--- src/hdl/vgts_pkg.sv ---
`default_nettype none
// ----------------------------------------------------------------------------
// vgts_pkg
// Shared types, constants and helpers of the voxel grid trilinear sampler.
// ----------------------------------------------------------------------------
package vgts_pkg;

	localparam int GRID_X = 32;
	localparam int GRID_Y = 32;
	localparam int GRID_Z = 32;
	localparam int CELLS  = GRID_X * GRID_Y * GRID_Z;
	localparam int ADDR_W = $clog2(CELLS);

	// operation codes
	typedef enum logic [1:0] {
		OP_WRITE  = 2'd0,
		OP_READ   = 2'd1,
		OP_SAMPLE = 2'd2,
		OP_NONE   = 2'd3
	} op_t;

	// configuration register indexes
	typedef enum logic [2:0] {
		REG_ORIGIN_X = 3'd0,
		REG_ORIGIN_Y = 3'd1,
		REG_ORIGIN_Z = 3'd2,
		REG_SCALE_X  = 3'd3,
		REG_SCALE_Y  = 3'd4,
		REG_SCALE_Z  = 3'd5
	} reg_idx_t;

	typedef enum logic [2:0] {
		B_CLEAR,
		B_IDLE,
		B_READ,
		B_SAMPLE,
		B_DRAIN
	} back_state_t;

	// one classified item between front and back
	typedef struct packed {
		op_t                op;
		logic               hit;
		logic [ADDR_W-1:0]  addr;
		logic signed [31:0] wdata;
		logic signed [11:0] lc_x;
		logic signed [11:0] lc_y;
		logic signed [11:0] lc_z;
		logic [15:0]        f_x;
		logic [15:0]        f_y;
		logic [15:0]        f_z;
	} entry_t;

	typedef struct packed {
		logic clear_done;
	} back_status_t;

	function automatic logic in_grid(input logic signed [16:0] x,
		input logic signed [16:0] y, input logic signed [16:0] z);
		in_grid = (x >= 0) && (x < 17'(GRID_X)) && (y >= 0) && (y < 17'(GRID_Y))
			&& (z >= 0) && (z < 17'(GRID_Z));
	endfunction

	function automatic logic [ADDR_W-1:0] cell_addr(input logic signed [16:0] x,
		input logic signed [16:0] y, input logic signed [16:0] z);
		cell_addr = ADDR_W'(z) * ADDR_W'(GRID_X * GRID_Y) + ADDR_W'(y) * ADDR_W'(GRID_X)
			+ ADDR_W'(x);
	endfunction

endpackage
`default_nettype wire

--- src/hdl/vgts_queue.sv ---
`default_nettype none
// ----------------------------------------------------------------------------
// vgts_queue
// Two-entry queue of classified items between front and back.
// ----------------------------------------------------------------------------
module vgts_queue (
	input  wire logic             clk,
	input  wire logic             arst_n,
	input  wire logic             push,
	input  wire vgts_pkg::entry_t push_data,
	output logic                  full,
	input  wire logic             pop,
	output logic                  valid,
	output vgts_pkg::entry_t      head
);

	vgts_pkg::entry_t mem_q [2];
	logic             wp_q;
	logic             rp_q;
	logic [1:0]       cnt_q;

	assign full  = (cnt_q == 2'd2);
	assign valid = (cnt_q != 2'd0);
	assign head  = mem_q[rp_q];

	// store beat
	always_ff @(posedge clk) begin
		if (push) begin
			mem_q[wp_q] <= push_data;
		end
	end

	// advance pointers
	always_ff @(posedge clk or negedge arst_n) begin
		if (!arst_n) begin
			wp_q  <= 1'b0;
			rp_q  <= 1'b0;
			cnt_q <= 2'd0;
		end else begin
			if (push) wp_q <= ~wp_q;
			if (pop) rp_q <= ~rp_q;
			cnt_q <= cnt_q + 2'(push) - 2'(pop);
		end
	end

endmodule
`default_nettype wire

--- config.mk ---
export PLATFORM = sky130hd
export DESIGN_NAME = vgts_queue
export DESIGN_NICKNAME = d
export VERILOG_FILES = /design/src/hdl/vgts_pkg.sv /design/src/hdl/vgts_queue.sv
export SDC_FILE = /design/constraint.sdc
export NUM_CORES = 1
export LEC_CHECK = 0
export BUFFER_PORTS_ARGS = -buffer_cell sky130_fd_sc_hd__buf_4
export CAP_MARGIN = 40
export CORE_ASPECT_RATIO = 2
export CORE_MARGIN = 10
export CORE_UTILIZATION = 40
export CTS_CLUSTER_DIAMETER = 200
export DETAILED_ROUTE_END_ITERATION = 8
export PLACE_DENSITY_LB_ADDON = 0.05
export SKIP_LAST_GASP = 1
export SLEW_MARGIN = 10
export SYNTH_ARGS = -nofsm -noshare
export SYNTH_HDL_FRONTEND = slang
export SYNTH_SLANG_ARGS = --single-unit
--- constraint.sdc ---
create_clock -name clk -period 9.1 [get_ports clk]
set_input_delay 0.91 -clock clk [delete_from_list [all_inputs] [get_ports clk]]
set_output_delay 0.91 -clock clk [all_outputs]
set_load 0.005 [all_outputs]
==> metrics.txt, run 1 <==
fin. max-slew vios 0; final period demand of the worst path 3.76 ns; overall die height 244 um; worst-case clock skew approximately 0.0084 ns; all-layer global routing usage around 14%; arrival time at the worst endpoint roughly 2.9 ns; critical path type reg -> out; Worst EP required approximately 8.2 ns; max-slew headroom at the worst pin 62.9%; number of warning messages in the yosys log 0; DRC violations left 0; sequential share of the synthesized area 81.0%; die width 132 um; setup violation total in the final timing report 0; final critical-path setup slack 5.34 ns; total nets after synthesis between 500 and 600; number of detailed-route iterations in the first pass 4; register bit total from synthesis 272; post-CTS setup-driven buffer insertion count 0; number of antenna violations at the first check in global routing 1; gate count of the mapped netlist between 400 and 500; leading cell type in the layout, fill and taps excluded sky130_fd_sc_hd__buf_4; Peak Freq 266 MHz; Final nets 866; top post-synthesis cells by area sky130_fd_sc_hd__edfxtp_1 (80%), sky130_fd_sc_hd__mux2_2 (9.4%), sky130_fd_sc_hd__mux2_4 (7.5%), sky130_fd_sc_hd__dfrtp_1 (0.99%), sky130_fd_sc_hd__buf_6 (0.78%); Antenna Violating Nets Remaining 0; routed via count approximately 5.0k; number of ports placed on the die boundary between 200 and 300; core area 24900 um2; Critical Path End Type output pin; clock sink count approximately 270; RSZ-0062 raised after global routing false; number of DRC markers in iteration 0 240; HPWL after detailed placement 16.6 mm; clock tree from TritonCTS built; transition time at the pin with the least slew margin 0.557 ns; worst slack after detailed placement 5.85 ns; average wire length per cell after detail routing about 21 um; Hold Vio Cnt, Final 0; post-route core utilization a little over half; top library cells by usage in the layout, fill and taps aside sky130_fd_sc_hd__buf_4 (277), sky130_fd_sc_hd__edfxtp_1 (268), sky130_fd_sc_hd__mux2_2 (84), sky130_fd_sc_hd__mux2_4 (50), sky130_fd_sc_hd__clkbuf_16 (25); peak supply drop 220 uV; die area around 32000 um2; worst min-delay path class in -> async; total negative slack for setup checks 0 ns; routed wire length between 20 and 25 mm; H-tree Lvls 1; routability congestion estimate 0.713; count of different cell masters after synthesis 13; startpoint class of the critical path register; count of cells resized by post-cts repair 0; post-synthesis to final-layout area growth 33.7%; highest fanout seen on the critical path 48; P_leak just over 0.005 uW; Pwr per Cell Area 303 nW/um2; fraction of post-synthesis cell area in the top cell type by area 80.0%; clock-pin slew reported for the worst setup and hold paths after clock tree synthesis roughly 0.070 ns; via density per instance 4.65; Syn Area/Cell 23.3 um2; overall power consumption 4070 uW; Overflow after GRT 0; initial core utilization 40.4%; root buffer cell sky130_fd_sc_hd__clkbuf_16; layout cell share with drive strength beyond 1 61.6%; Post-Synthesis Cell Area 10100 um2; via count of the first global-routing pass 5603; cell taking the most area after synthesis sky130_fd_sc_hd__edfxtp_1; largest net degree at the start of global routing 63; global-route wire length before repair between 30 and 40 mm; number of maximum-capacitance violations 0; run status finished, final reports clean; count of hold buffers inserted by post-cts repair 0; final worst-path cycle share around two fifths; buffer depth of the longest clock path 3; total CTS buffers 24; num rows 82; Worst-Skew Late Latency approximately 0.52 ns; number of port buffers 273
## path summary, 6_finish.rpt
check                                    end  startpoint  slack, ns  depth (start not counted)
worst min-delay path                cnt_q[1]      arst_n       0.18                          1
worst max register to register  mem_q[0][37]        wp_q       6.61                          5
min in group clk                        wp_q        wp_q       0.54                          1
worst min register to register          wp_q        wp_q       0.54                          1
worst max-delay path                head[59]        rp_q       5.34                          5
max in group asynchronous               rp_q      arst_n       8.80                          1
## Yosys cell counts
cell type / number
sky130_fd_sc_hd__or2_2: 1
sky130_fd_sc_hd__nor2b_1: 2
sky130_fd_sc_hd__buf_2: 8
sky130_fd_sc_hd__and2_1: 1
sky130_fd_sc_hd__buf_6: 7
sky130_fd_sc_hd__dfrtp_1: 4
sky130_fd_sc_hd__ha_1: 2
sky130_fd_sc_hd__edfxtp_1: 268
sky130_fd_sc_hd__mux2_2: 84
sky130_fd_sc_hd__inv_1: 2
sky130_fd_sc_hd__mux2_4: 50
sky130_fd_sc_hd__xor2_1: 2
sky130_fd_sc_hd__xor3_1: 1
## critical path, cell delays in order, from the launching register on
cell,delay (ns)
sky130_fd_sc_hd__dfrtp_4,0.68
sky130_fd_sc_hd__buf_16,0.34
sky130_fd_sc_hd__buf_4,0.39
sky130_fd_sc_hd__buf_16,0.29
sky130_fd_sc_hd__mux2_2,0.38
sky130_fd_sc_hd__buf_4,0.14
## per-layer routing
metal / GRT usage (%) / part of all wire [%] / up-vias
met4: 5.16 / 2.6 / 0
met3: 4.21 / 6.8 / 36
li1: - / - / 2304
met2: 25.1 / 56 / 195
met5: 0 / 0 / -
met1: 14.4 / 35 / 2487
## per-stage QoR
step / instance area [um2] / instances / hold WS (ns)
after floorplan: 10100 / 432 / 0.455
after global placement: 12500 / 1030 / 0.528
after detailed placement: 12600 / 1035 / 0.533
after CTS: 13400 / 1079 / 0.151
after global routing: 13400 / 1081 / 0.150
final: 13400 / 1081 / 0.180
## where the power goes
part | switching [uW] | internal (uW) | leakage, uW
sequential | 77.1 | 1660 | 0.00256
combinational | 538 | 725 | 0.00220
clock | 431 | 643 | 0.000412
## final cells by class
cell class,count,area (um2)
sequential,272,8150
tap,336,420
fill,2062,11500
clock buffer,28,637
multi-input combinational,143,1800
timing repair buffer,283,2230
clock inverter,16,203
antenna,1,2.50
inverter,2,7.51
## kinds of logic after synthesis
kind of cell,Yosys count,synth area share (%)
flops,272,81.0
mux,134,16.9
fa+ha+maj,2,0.249
buf+inv,17,1.26
xor+xnor,3,0.410
simple gates,4,0.249
## registers in the layout, indices dropped and copies added (netlist names)
| register | count |
|---|---|
| cnt_q | 2 |
| rp_q | 1 |
| wp_q | 1 |
| mem_q | 268 |
Power figures use the tool's default switching activity.
==> inputs of run 2 (changes only) <==
--- a/config.mk
+++ b/config.mk
@@ -5,6 +5,7 @@
 export SDC_FILE = /design/constraint.sdc
 export NUM_CORES = 1
 export LEC_CHECK = 0
+export ABC_AREA = 1
 export BUFFER_PORTS_ARGS = -buffer_cell sky130_fd_sc_hd__buf_4
 export CAP_MARGIN = 40
 export CORE_ASPECT_RATIO = 2
==> constraint.sdc (replaced) <==
create_clock -name clk -period 3.9 [get_ports clk]
set_input_delay 0.39 -clock clk [delete_from_list [all_inputs] [get_ports clk]]
set_output_delay 0.39 -clock clk [all_outputs]
set_load 0.005 [all_outputs]
==> run 2 against run 1 <==
Net effect: die area increased by 2.5%; synthesized area increased by 2.9%; non-clock buffer count increased by 2; critical path type unchanged; clock skew decreased by 0.0030 ns; sequential share of layout area increased by 0.11 points; critical path depth decreased by 1; first-iteration DRC count increased by 28%; combinational power increased by 140%; cell count increased by 26%; power increased by 130%; clock power increased by 100%.
==> metrics.txt, run 2 <==
number of synthesized flops with an enable pin 268 (unchanged); top cells by count, synth sky130_fd_sc_hd__edfxtp_1 (268), sky130_fd_sc_hd__inv_1 (141), sky130_fd_sc_hd__nand2_1 (141); total CTS buffers 24 (unchanged); fraction of post-synthesis cell area in the top cell type by area 77.7% (-2.2 points); most instantiated flip-flop cell in the synthesis netlist sky130_fd_sc_hd__edfxtp_1; startpoint class of the critical path register; post-CTS setup-driven buffer insertion count 0 (unchanged); DRC violations left 0 (unchanged); Final nets 1146 (+32%); top post-synthesis cells by area sky130_fd_sc_hd__edfxtp_1 (78%), sky130_fd_sc_hd__inv_1 (5.1%), sky130_fd_sc_hd__nand2_1 (5.1%), sky130_fd_sc_hd__o21ai_2 (3.0%), sky130_fd_sc_hd__o21ai_0 (2.8%); cell taking the most area after synthesis sky130_fd_sc_hd__edfxtp_1; initial core utilization 40.4% (about the same); register bit total from synthesis 272 (unchanged); routed wire length 24.0 mm (+4.3%); overall die height 248 um (+1.3%); worst-case clock skew 0.00536 ns (-0.00301 ns); worst min-delay path class in -> reg; number of ports placed on the die boundary 274 (unchanged); biggest regs mem_q (268), cnt_q (2); Synth async-reset ratio 1.47% (unchanged); via density per instance 4.45 (-4.2%); final period demand of the worst path 2.63 ns; sequential share of the synthesized area 78.7% (-2.3 points); combined flip-flop and latch cell area 8150 um2 (unchanged); gate count of the mapped netlist 725 (+68%); Pwr per Cell Area 688 nW/um2 (+130%); critical path type reg -> out; post-synthesis to final-layout area growth 29.7%; routed via count 6069 (+21%); run status finished, final reports clean; number of warning messages in the yosys log 0 (unchanged); Worst EP required 3.51 ns (-4.68 ns); Critical Path End Type output pin; GR met1 Demand/Resource 13.0% (-1.4 points); top library cells by usage in the layout, fill and taps aside sky130_fd_sc_hd__buf_4 (279), sky130_fd_sc_hd__edfxtp_1 (268), sky130_fd_sc_hd__nand2_1 (141), sky130_fd_sc_hd__inv_1 (140), sky130_fd_sc_hd__o21ai_0 (58); Syn Area/Cell 14.3 um2 (-39%); arrival time at the worst endpoint 2.24 ns (-0.61 ns); die area 33100 um2 (+2.5%); H-tree Lvls 1 (unchanged); total negative slack for setup checks 0 ns (unchanged); met2 routing resource usage after global routing 27.1% (+2.0 points); P_leak 0.00562 uW (+8.6%); global-route wire length before repair 35.4 mm (+3.4%); routability congestion estimate 0.756 (+6.1%); clock tree from TritonCTS built; clock-pin slew reported for the worst setup and hold paths after clock tree synthesis 0.07 ns (about the same); clock sink count 272 (unchanged); number of port buffers 273 (unchanged); Worst-Skew Late Latency 0.51 ns (about the same); placed instance count 1319 (+27%); transition time at the pin with the least slew margin 0.647 ns (+0.0903 ns); HPWL after detailed placement 17.3 mm (+4.1%); average wire length per cell after detail routing 17.6 um (-17%); Post-Synthesis Cell Area 10400 um2 (+2.9%); number of standard cells in the layout, taps in and fillers out 1364 (+26%); setup violation total in the final timing report 0 (unchanged); Antenna Violating Nets Remaining 0 (unchanged); Hold Vio Cnt, Final 0 (unchanged); grt met3 use 4.70% (+0.49 points); number of antenna violations at the first check in global routing 2 (+1); top-count cell post-synth sky130_fd_sc_hd__edfxtp_1; number of DRC markers in iteration 0 308 (+28%); count of different cell masters after synthesis 14 (+1); total nets after synthesis 865 (+51%); via count of the first global-routing pass 6121 (+9.2%); num rows 83 (+1.2%); Top reg by flops mem_q; core area 25700 um2 (+2.9%); all-layer global routing usage 14.0% (+0.25 points); most congested layer reported by global routing met2; peak supply drop 489 uV (+120%); Overflow after GRT 0 (unchanged); max-slew headroom at the worst pin 56.9% (-6.0 points); largest net degree at the start of global routing 89 (+41%); final worst-path cycle share 67.3%; count of cells resized by post-cts repair 0 (unchanged); highest fanout seen on the critical path 88 (+83%); leading cell type in the layout, fill and taps excluded sky130_fd_sc_hd__buf_4; count of hold buffers inserted by post-cts repair 1 (+1); fin. max-slew vios 0 (unchanged); number of maximum-capacitance violations 0 (unchanged); die width 134 um (+1.2%); root buffer cell sky130_fd_sc_hd__clkbuf_16; number of flip-flops under the largest register name 268 (unchanged); number of detailed-route iterations in the first pass 4 (unchanged); Peak Freq 381 MHz; buffer depth of the longest clock path 3 (unchanged); total area of multi-input combinational cells 1390 um2 (-22%); Layout fillers 2205 (+6.9%); RSZ-0062 raised after global routing false; layout cell share with drive strength beyond 1 34.2% (-27 points)
==> run 2: cell count changes after synthesis, moves of 15 or more <==
cell / delta
sky130_fd_sc_hd__buf_6: +15
sky130_fd_sc_hd__inv_1: +139
sky130_fd_sc_hd__o21ai_0: +58
sky130_fd_sc_hd__o21ai_1: +41
sky130_fd_sc_hd__nand2_1: +141
sky130_fd_sc_hd__mux2_2: -84
sky130_fd_sc_hd__o21ai_2: +35
sky130_fd_sc_hd__mux2_4: -50
==> run 2: through the flow <==
step	hold slack, ns	util (%)	instance area [um2]	power (uW)	worst slack (ns)
finish	0.0558	52.3	13400	9230	1.28
detailed placement	0.192	49.6	12700	7290	1.78
floorplan	0.0944	-	10400	5690	0.351
global placement	0.192	49.3	12600	7220	1.78
CTS	0.0234	52.3	13400	9460	1.21
global route	0.0244	52.3	13400	9830	1.06
==> run 2: worst paths after layout <==
kind / end / startpoint / cells after the start / slack, ns
max: head[73] / rp_q / 4 / 1.28
min: mem_q[0][121] / push_data[121] / 1 / 0.06
max reg2reg: mem_q[1][89] / wp_q / 4 / 2.02
min reg2reg: wp_q / wp_q / 1 / 0.55
max in group asynchronous: rp_q / arst_n / 2 / 3.56
min in group asynchronous: cnt_q[1] / arst_n / 2 / 0.22
==> run 2: cell families (layout without fill, tap and decap cells) <==
group	after synthesis	count (layout)	synth area share (%)
AOI/OAI and AO/OA	134	134	7.75
xor gates and xnor gates	2	2	0.169
adders and majority gates	2	2	0.242
buffers and inverters	171	468	7.90
DFF	272	272	78.7
other	0	2	0
and+or+nand+nor	144	144	5.23
==> run 2: layout make-up <==
class / count / area share [%]
multi-input cells: 282 / 10.4
clock buffers: 32 / 4.86
repair buffers: 285 / 16.5
inverters: 141 / 3.98
diodes: 2 / 0.0373
clock inverters: 10 / 0.326
well taps: 340 / 3.17
flip-flops and latches: 272 / 60.7
==> run 2: power breakdown <==
group	internal [uW]	total, uW	leakage (uW)	switching (uW)
Sequential	3870	4090	0.00256	214
Clock	1170	2140	0.000335	972
Combinational	1380	3010	0.00273	1630
Total	6420	9230	0.00562	2810
==> run 2: worst max-delay path: stages (launching register included) <==
cell	delay, ns
sky130_fd_sc_hd__dfrtp_4	0.84
sky130_fd_sc_hd__buf_12	0.42
sky130_fd_sc_hd__nand2_1	0.09
sky130_fd_sc_hd__o21ai_1	0.15
sky130_fd_sc_hd__buf_4	0.16
==> run 2: layer usage <==
layer | vias up | share of wire (%)
met5 | - | 0
met1 | 2839 | 32
met3 | 36 | 8.4
met4 | 0 | 2.6
li1 | 3007 | -
met2 | 187 | 57
